`src/rtl/core/dws_pkg.sv`:
```
// Package for the diamond window sum block: sizes, payload structs, opcodes,
// controller states and the command/status bundles. No dependencies.
package dws_pkg;

  localparam int MaxRows  = 64;
  localparam int MaxCols  = 64;
  localparam int CellBits = 8;
  localparam int Depth    = MaxRows * MaxCols;
  localparam int AddrW    = $clog2(Depth);
  localparam int DimW     = 7;
  localparam int ScoreW   = 20;
  localparam int CountW   = 13;
  localparam int AccW     = 21;
  localparam int CfgIdxW  = 2;

  localparam logic [ScoreW-1:0] ScoreMax = '1;
  localparam logic [CountW-1:0] CountMax = '1;

  typedef enum logic [0:0] {
    OP_LOAD  = 1'b0,
    OP_FETCH = 1'b1
  } op_e;

  typedef enum logic [1:0] {
    KIND_SUMMARY = 2'd0,
    KIND_POS     = 2'd1,
    KIND_DONE    = 2'd2
  } kind_e;

  typedef enum logic [CfgIdxW-1:0] {
    REG_ROWS   = 2'd0,
    REG_COLS   = 2'd1,
    REG_RADIUS = 2'd2
  } reg_e;

  typedef enum logic [3:0] {
    ST_IDLE,
    ST_CELL,
    ST_ROW,
    ST_RD,
    ST_ACC,
    ST_STORE,
    ST_FSCAN,
    ST_FCHK,
    ST_FDIV
  } state_e;

  typedef struct packed {
    logic                op;
    logic [CellBits-1:0] cell_value;
    logic                last_cell;
  } in_item_t;

  typedef struct packed {
    logic [1:0]        kind;
    logic [ScoreW-1:0] best_score;
    logic [CountW-1:0] best_count;
    logic [DimW-1:0]   row;
    logic [DimW-1:0]   col;
  } out_item_t;

  // Controller to datapath.
  typedef struct packed {
    logic store_cell;   // write input cell, advance load pointer
    logic start_comp;   // clear best/count, position to cell 0
    logic start_row;    // set up window row range for current cell
    logic rd_grid;      // issue grid read at current window point
    logic acc;          // add read data, advance window column
    logic store_score;  // write score, update best, advance cell
    logic start_fetch;  // set scan pointer from fetch pointer
    logic rd_score;     // issue score read at scan pointer
    logic chk_score;    // compare and advance scan pointer
    logic div_start;    // load the hit index into the row/column divider
    logic div_step;     // one shift-subtract step of the divider
    logic load_sum;     // capture summary result
    logic load_pos;     // capture position result
    logic load_done;    // capture done result
  } cmd_t;

  // Datapath to controller.
  typedef struct packed {
    logic row_last;   // window row is the last one of the window
    logic col_last;   // window column is the last of its row
    logic cell_last;  // current cell is the last of the grid
    logic scan_end;   // scan pointer reached total
    logic hit;        // score read equals best
    logic div_last;   // divider performs its final step this cycle
  } sts_t;

endpackage

```
`src/rtl/core/dws_ctrl.sv`:
```
// Controller state machine for the diamond window sum block.
// Depends on dws_pkg.
module dws_ctrl import dws_pkg::*; (
  input  logic     clk_i,
  input  logic     rst_ni,
  input  logic     in_valid,
  input  in_item_t in_item_i,
  input  logic     out_busy_i,
  input  sts_t     sts_i,
  output logic     in_ready,
  output cmd_t     cmd_o
);
  state_e state_q, state_d;

  // Next state.
  always_comb begin
    state_d = state_q;
    case (state_q)
      ST_IDLE: begin
        if (in_valid && !out_busy_i) begin
          if (in_item_i.op == OP_FETCH) begin
            state_d = ST_FSCAN;
          end else if (in_item_i.last_cell) begin
            state_d = ST_CELL;
          end
        end
      end
      ST_CELL:  state_d = ST_ROW;
      ST_ROW:   state_d = ST_RD;
      ST_RD:    state_d = ST_ACC;
      ST_ACC: begin
        if (!sts_i.col_last) begin
          state_d = ST_RD;
        end else if (!sts_i.row_last) begin
          state_d = ST_ROW;
        end else begin
          state_d = ST_STORE;
        end
      end
      ST_STORE: state_d = sts_i.cell_last ? ST_IDLE : ST_CELL;
      ST_FSCAN: state_d = sts_i.scan_end ? ST_IDLE : ST_FCHK;
      ST_FCHK:  state_d = sts_i.hit ? ST_FDIV : ST_FSCAN;
      ST_FDIV:  state_d = sts_i.div_last ? ST_IDLE : ST_FDIV;
      default:  state_d = ST_IDLE;
    endcase
  end

  // Outputs.
  always_comb begin
    cmd_o    = '0;
    in_ready = (state_q == ST_IDLE) && !out_busy_i;
    case (state_q)
      ST_IDLE: begin
        if (in_valid && !out_busy_i) begin
          if (in_item_i.op == OP_FETCH) begin
            cmd_o.start_fetch = 1'b1;
          end else begin
            cmd_o.store_cell = 1'b1;
            cmd_o.start_comp = in_item_i.last_cell;
          end
        end
      end
      ST_CELL:  cmd_o.start_row = 1'b1;
      ST_ROW:   cmd_o.start_row = 1'b0;
      ST_RD:    cmd_o.rd_grid = 1'b1;
      ST_ACC:   cmd_o.acc = 1'b1;
      ST_STORE: begin
        cmd_o.store_score = 1'b1;
        cmd_o.load_sum    = sts_i.cell_last;
      end
      ST_FSCAN: begin
        cmd_o.rd_score  = !sts_i.scan_end;
        cmd_o.load_done = sts_i.scan_end;
      end
      ST_FCHK: begin
        cmd_o.chk_score = 1'b1;
        cmd_o.div_start = sts_i.hit;
      end
      ST_FDIV: begin
        cmd_o.div_step = 1'b1;
        cmd_o.load_pos = sts_i.div_last;
      end
      default: ;
    endcase
  end

  always_ff @(posedge clk_i or negedge rst_ni) begin
    if (!rst_ni) begin
      state_q <= ST_IDLE;
    end else begin
      state_q <= state_d;
    end
  end
endmodule

```
`config.mk`:
```
export PLATFORM = sky130hd
export DESIGN_NAME = dws_ctrl
export DESIGN_NICKNAME = d
export VERILOG_FILES = /design/src/rtl/core/dws_pkg.sv /design/src/rtl/core/dws_ctrl.sv
export SDC_FILE = /design/constraint.sdc
export NUM_CORES = 1
export LEC_CHECK = 0
export BUFFER_PORTS_ARGS = -buffer_cell sky130_fd_sc_hd__buf_2
export CORE_AREA = 2 2 39 41
export DETAILED_ROUTE_END_ITERATION = 12
export DIE_AREA = 0 0 41 43
export PLACE_DENSITY = 0.75
export REMOVE_ABC_BUFFERS = 1
export SETUP_SLACK_MARGIN = 0.4
export SLEW_MARGIN = 20
export SYNTH_ARGS = -nofsm -noshare
export SYNTH_HDL_FRONTEND = slang
export SYNTH_SLANG_ARGS = --single-unit
```
`constraint.sdc`:
```
create_clock -name clk_i -period 1.6 [get_ports clk_i]
set_input_delay 0.16 -clock clk_i [delete_from_list [all_inputs] [get_ports clk_i]]
set_output_delay 0.16 -clock clk_i [all_outputs]
set_load 0.01 [all_outputs]
```
### Word-level counts from Yosys, hierarchy flattened

Index checks and enable logic that the tools add are counted.

* muxes and demuxes: 26
* eq/ne operators: 10
* reductions and logical operators: 6

Operators by type and width (number)
* 4-bit case mux with 9 select lines: 1
* 4-bit 2-to-1 mux: 5
* 4-bit by 3-bit equality test with 1-bit output (second input constant): 4
* 1-bit 2-to-1 mux: 13
* 3-bit 2-to-1 mux: 3
* 4-bit by 2-bit equality test with 1-bit output (second input constant): 2
* 2-bit 2-to-1 mux: 4
* 4-bit by 1-bit equality test with 1-bit output (second input constant): 1
* 4-bit equality test (second input constant): 1
* 4-bit zero test: 1
* 3-bit != test (second input constant): 1
* 1-bit logical AND: 2
* 1-bit zero test: 2
* 2-bit by 1-bit != test with 1-bit output (second input constant): 1
* 2-bit AND reduction: 1

* bits of input ports: 20
* output and inout port bits: 15
* word-level logic and storage cells: 43
* flip-flop bits (word level): 4

### Depth between registers and ports, before layout

Gate-level depths: netlist of run 1.

* word-level depth: 4
* mapped depth: 4
* depth with buffers taken out: 3

### Least setup slack after synthesis of run 1

OpenSTA, ideal clock, no wires.

* path type: reg2out
* start point: register state_q[0]
* end point: output port cmd_o[12] in the netlist's numbering
* stages on the path, launching flop included: 4
* data arrival time: 1.408 ns
* slack: 0.032 ns
* path buffers: 0
* data required time: 1.440 ns
* cells stage by stage: dfrtp_1 -> or4_4 -> nor3_2 -> and2_1

RTL lines
* from (decl): RTL line dws_ctrl.sv:13 `state_e state_q, state_d;`
* from (signal assigned): RTL line dws_ctrl.sv:91 `state_q <= state_d;`
* to (decl): RTL line dws_ctrl.sv:11 `output cmd_t cmd_o`

==> impl_results.md, run 1 <==
- Setup Skew: 0.00521 ns
- Grt total ovfl: 0
- Crit-path max FO: 2
- Commonest non-fill, non-tap cells in the layout: 24 x buf_2, 12 x buf_6, 6 x buf_4, 4 x nor2_1, 4 x dfrtp_1
- Post-route setup slack: -0.129 ns
- Clock buffer count from CTS: 3
- Synthesis Warnings: 0
- Post-synth top area cell: dfrtp_1
- Slew HR: 80.3%
- WL/cell: 14.7 um
- Hold Path Sink: state_q[3]
- Die ar.: approximately 1800 um2
- Top Ports: 35
- Maximum vdd drop: 0.000741 V
- Largest family of logic cells by synthesized area: simple AND/OR/NAND/NOR gates
- Vias per cell: 5.43
- Chip Height: 43 um
- Iter 0 DRT Violations: 15
- Worst-path clk slew: about 0.040 ns
- Post-DP HPWL: 808 um
- Seq/Total Area, Yosys: 23.7%
- Post-layout nets: 122
- WHS Path Cells: 3
- Failing checks: setup timing
- DR vias: 630
- H-Tree Depth: 1
- Ratio of cells with drive above 1 in the final layout: 68.0%
- Crit path cell chain: or4_4 > nor3_4 > and2_1 > buf_2
- Simple-gate area share of the yosys netlist: 48.7%
- CTS Buffer Depth: 2
- FILL cells: 121
- Syn Area/Cell: 7.53 um2
- Port bufs: 26
- CTS tree: yes
- Final wirelength: 1.70 mm
- Register Area: about 100 um2
- Multiplexer area fraction after synthesis: 2.37%
- Rows: 14
- WP data required: around 1.4 ns
- Biggest regs: state_q: 4 flops
- Die width: a little over 40 um
- Layout Area Growth over Synthesis: 116%
- FF-to-FF Start: state_q[3]
- Clock Sinks: 4
- P_leak: between 0.4 and 0.5 nW
- Final Critical Period: between 1.5 and 2 ns
- Compound-Gate Fraction of Synth Area: 18.4%
- # diodes: 0
- Post-route DRC: 0
- Multi-input gate area: 412 um2
- Core footprint: 1380 um2
- Fin. max-slew vios: 0
- Clock insertion delay at the later pin of the skew report: 0.23 ns
- Largest net degree at the start of global routing: 15
- Period utilisation layout: 108%
- DRT Pass-1 Iters: 5
- Antenna violations before repair: 0
- FF+latch count, synth: 4
- Largest cells by area after synthesis: dfrtp_1 24%, nor2_1 6.2%, and2_1 5.9%
- Status: complete, but fails checks
- Fin. Hold Viols: 0
- Global-route wire length before repair: 2.07 mm
- Mapped Cells: 56
- Largest register FFs: 4
- # setup viols final: 4
- GP Congestion: 0.742
- Slew at the pin closest to its max-slew limit: between 0.2 and 0.3 ns
- Vias in the first global route: about 500
- Total track usage: 16.9%
- Max Freq: 578 MHz
- Max_cap viols: 0
- Synth unique cells: 30
- Post-DRT Antenna Nets: 0
- Power Dens Cells: 1510 nW/um2
- Critical path endpoint category: output port
- Starting Density: a little under a third
- Hold slack: 0.257 ns
- Largest Register: state_q
- Synth top area share: 23.7%
- Min-delay src: sts_i[0]
- Critical path class: register to output port
- Worst Reg2Reg Path Length in Cells: 6
- Slowest stage cell, crit path: or4_4
- CP Launch Type: register
- Overall Power: 1.37 mW
- RSZ-0062 raised after global routing: yes
- Synth Area in XOR/XNOR: 0%
- Cell Area, Synth: between 400 and 500 um2
- Clock Tree Root: clkbuf_4
- Worst reg2reg endpoint: state_q[0]
- Critical Path AT: 1.57 ns
- Final core occ: 65.8%
- Commonest non-fill, non-tap cell in the layout: buf_2
- Reg-to-reg setup timing slack: ~0.07 ns
- Post-synthesis adder-cell area fraction: 0%
- Hold Crit Class: input pin to register
- Slowest stage delay, CP: 0.58 ns
how the worst max path moves through the flow:
stage / to / from / cells past startpoint / slack [ns]
floorplan: cmd_o[12] / state_q[0] / 3 / -0.07
global placement: cmd_o[12] / state_q[0] / 4 / 0.11
detailed placement: cmd_o[12] / state_q[0] / 4 / 0.1
CTS: cmd_o[12] / state_q[3] / 4 / -0.11
global route: cmd_o[12] / state_q[3] / 4 / -0.18
finish: cmd_o[12] / state_q[3] / 4 / -0.13
layout make-up:
cell class	count	share of cell area, %
repair buffers	45	37.9
inverters	3	1.24
multi-input cells	45	45.2
clock buffers	3	2.47
flip-flops and latches	4	11.0
well taps	16	2.20
per-layer routing:
| metal | routed length, um | GRT usage [%] | up-vias |
|---|---|---|---|
| met4 | 4 | 4.00 | 0 |
| li1 | - | - | 299 |
| met3 | 102 | 1.57 | 2 |
| met2 | 979 | 30.0 | 29 |
| met5 | 0 | 0 | - |
| met1 | 616 | 20.3 | 300 |
cell families after synthesis:
kind of cell | Yosys count
buffers and inverters | 7
AO/OA/AOI/OAI | 10
multiplexers | 1
flip-flops | 4
AND/OR/NAND/NOR | 34
where the power goes:
part,switching (mW),leakage (nW),total (mW),internal (mW)
combinational,0.529,0.380,1.09,0.561
sequential,0.0213,0.0520,0.160,0.138
clock,0.0382,0.0138,0.122,0.0837
total,0.589,0.446,1.37,0.782
synth_stat cells:
library cell  n
a21boi_0      1
a21oi_1       1
a221oi_1      1
a311oi_1      2
a31o_2        1
a32oi_1       2
and2_1        4
and3_1        3
and4_1        1
and4bb_2      1
buf_2         2
clkbuf_1      2
dfrtp_1       4
inv_1         3
mux2i_1       1
nand2_1       3
nand2b_1      2
nand3_1       1
nand4_1       1
nor2_1        7
nor2b_1       1
nor3_1        3
nor3_2        1
nor3b_1       2
nor4_1        1
nor4b_1       1
o21a_1        1
o21ai_0       1
or2_0         1
or4_4         1
through the flow:
| step | setup slack, ns | cell area, um2 | TNS (ns) | instances |
|---|---|---|---|---|
| final | -0.129 | 911 | -0.288 | 116 |
| after global placement | 0.112 | 584 | 0 | 98 |
| after CTS | -0.112 | 762 | -0.232 | 111 |
| after detailed placement | 0.0952 | 584 | 0 | 98 |
| after floorplan | -0.0679 | 404 | -0.115 | 52 |
| after global routing | -0.180 | 911 | -0.563 | 116 |
timing repair:
action,4_1_cts,5_1_grt
hold endpoints to repair,4,0
gates cloned,0,0
pin swaps,15,10
hold buffers,1,0
setup buffers,9,5
endpoints found under the setup margin,19,19
resized for setup,17,21
worst max-delay path, delay by kind of cell, from the launching register on:
family,cells,cell delay (ns)
buffers and inverters,1,0.12
AND/OR/NAND/NOR,3,0.85
flip-flops,1,0.37
(Power assumes the default switching activity.)
==> inputs of run 2 (changes only) <==
GPL_ROUTABILITY_DRIVEN = 0   (was default)
clock period = 1.63 ns   (was 1.6 ns; I/O delays follow)
==> run 2 against run 1 <==
The flow still finishes with violations (setup timing). Clock power is essentially flat. Sequential share of layout area grew 0.71 points. Sequential cell count is the same. Hold slack gained 0.010 ns. Combinational power shrank 14%. Cell area shrank 6.0%. Critical endpoint unchanged. Largest power group unchanged. Global-route usage grew 1.0 points. Die area is the same.
==> impl_results.md, run 2 (synthesis results as in run 1) <==
- Total track usage: 17.9% (+1.0 points)
- Antenna violations before repair: 0 (unchanged)
- Setup Skew: 0.00361 ns (-0.00161 ns)
- Vias per cell: 5.35 (-1.5%)
- Period utilisation layout: 107%
- Overall Power: 1.21 mW (-12%)
- Largest register FFs: 4 (unchanged)
- CP Launch Type: register
- Biggest regs: state_q: 4 flops
- Clock Tree Root: clkbuf_4
- Layout Area Growth over Synthesis: 103%
- Reg-to-reg setup timing slack: 0.12 ns (+0.05 ns)
- WL/cell: 13.9 um (-5.4%)
- Slowest stage delay, CP: 0.59 ns (about the same)
- Clock buffer count from CTS: 3 (unchanged)
- Crit-path max FO: 2 (unchanged)
- Global-route wire length before repair: 2.10 mm (+1.6%)
- P_leak: 0.418 nW (-6.3%)
- Status: complete, but fails checks
- Failing checks: setup timing
- WP depth: 4 (unchanged)
- DRT Pass-1 Iters: 4 (-1)
- Post-route DRC: 0 (unchanged)
- Port bufs: 26 (unchanged)
- Final Non-Filler Cells: 112 (-3.4%)
- Dpl cells: 98 (unchanged)
- DR vias: 599 (-4.9%)
- Chip Height: 43 um (unchanged)
- Dpl ws: 0.121 ns (+0.0261 ns)
- # setup viols final: 3 (-1)
- CTS Buffer Depth: 2 (unchanged)
- Slowest stage cell, crit path: or4_4
- FILL cells: 129 (+6.6%)
- Worst Setup EP: cmd_o[12]
- Fin. Hold Viols: 0 (unchanged)
- Clock Sinks: 4 (unchanged)
- CP delay by family, top: simple AND/OR/NAND/NOR gates
- Worst Reg2Reg Path Length in Cells: 6 (unchanged)
- Max_cap viols: 0 (unchanged)
- Critical path class: register to output port
- Max Freq: 575 MHz
- Critical path endpoint category: output port
- Post-layout nets: 118 (-3.3%)
- WP data required: 1.47 ns (+0.03 ns)
- WP buf/inv: 1 (unchanged)
- Crit path cell chain: or4_4 > nor3_4 > and2_1 > buf_2
- Clock insertion delay at the later pin of the skew report: 0.23 ns (about the same)
- Vias in the first global route: 501 (unchanged)
- Slew HR: 79.1% (-1.2 points)
- Multi-input gate area: 410 um2 (-0.30%)
- Post-route setup slack: -0.109 ns (+0.0201 ns)
- Commonest non-fill, non-tap cell in the layout: buf_2
- Post-DRT Antenna Nets: 0 (unchanged)
- Fin. max-slew vios: 0 (unchanged)
- Top Ports: 35 (unchanged)
- H-Tree Depth: 1 (unchanged)
- Die ar.: 1760 um2 (unchanged)
- FF-to-FF Start: state_q[3]
- Grt total ovfl: 0 (unchanged)
- Commonest non-fill, non-tap cells in the layout: 24 x buf_2, 9 x buf_6, 6 x nor2_1, 6 x buf_4, 4 x dfrtp_1
- Core footprint: 1380 um2 (unchanged)
- Starting Density: 30.5% (unchanged)
- CTS tree: yes
- Critical Path Source: state_q[3]
- RSZ-0062 raised after global routing: yes
- # diodes: 0 (unchanged)
- Hold Crit Class: input pin to async pin
- Slew at the pin closest to its max-slew limit: 0.310 ns (+0.0148 ns)
- Largest net degree at the start of global routing: 15 (unchanged)
- Die width: 41 um (unchanged)
- Ratio of cells with drive above 1 in the final layout: 64.6% (-3.4 points)
- Worst-path clk slew: 0.04 ns (about the same)
- Register Area: 100 um2 (unchanged)
- Largest Register: state_q
- Final Critical Period: 1.74 ns
- Power Dens Cells: 1420 nW/um2 (-5.8%)
- Final core occ: 61.8% (-4.0 points)
- Maximum vdd drop: 0.000612 V (-17%)
- Iter 0 DRT Violations: 5 (-10)
- Final wirelength: 1.55 mm (-8.7%)
- Worst reg2reg endpoint: state_q[0]
- Rows: 14 (unchanged)
- Critical Path AT: 1.58 ns (about the same)
- Post-DP HPWL: 828 um (+2.5%)
-- run 2: cell count changes in the layout (fill, tap and decap cells not counted), sizes merged --
cell and delta:
buf -4
-- run 2: timing repair --
action / CTS / global route
setup buffers: 8 / 2
hold endpoints to repair: 4 / 0
hold buffers: 1 / 0
resized for setup: 18 / 15
pin swaps: 12 / 5
setup endpoints to repair: 19 / 19
-- run 2: worst min path at each step --
| stage | startpoint | end | slack, ns | cells past startpoint |
|---|---|---|---|---|
| after detailed placement | rst_ni | state_q[3] | -0.03 | 1 |
| after floorplan | rst_ni | state_q[0] | -0.13 | 0 |
| final | rst_ni | state_q[3] | 0.27 | 2 |
| after CTS | sts_i[0] | state_q[3] | 0.26 | 3 |
| after global placement | rst_ni | state_q[3] | -0.03 | 1 |
| after global routing | rst_ni | state_q[1] | 0.27 | 2 |
-- run 2: cell type report --
| class | instances | share of cell area (%) |
|---|---|---|
| well taps | 16 | 2.34 |
| repair buffers | 41 | 34.1 |
| flip-flops and latches | 4 | 11.7 |
| clock buffers | 3 | 2.63 |
| multi-input cells | 45 | 48.0 |
| inverters | 3 | 1.32 |
-- run 2: power by group --
group,switching (mW),internal [mW],total [mW]
registers,0.0244,0.136,0.160
logic,0.470,0.464,0.933
clock network,0.0377,0.0822,0.120
total,0.532,0.681,1.21
-- run 2: per-stage QoR --
step	hold WS (ns)	TNS, ns	cell area, um2
final	0.268	-0.224	856
after global routing	0.268	-0.414	856
after CTS	0.257	-0.170	757
after detailed placement	-0.0305	0	584
after global placement	-0.0325	0	584
after floorplan	-0.133	-0.0606	404
-- run 2: metal layers --
layer / share of wire [%] / GRT usage, %
met5: 0 / 0
met2: 56 / 32.8
met3: 6.0 / 4.71
met1: 38 / 18.6
met4: 0 / 4.00
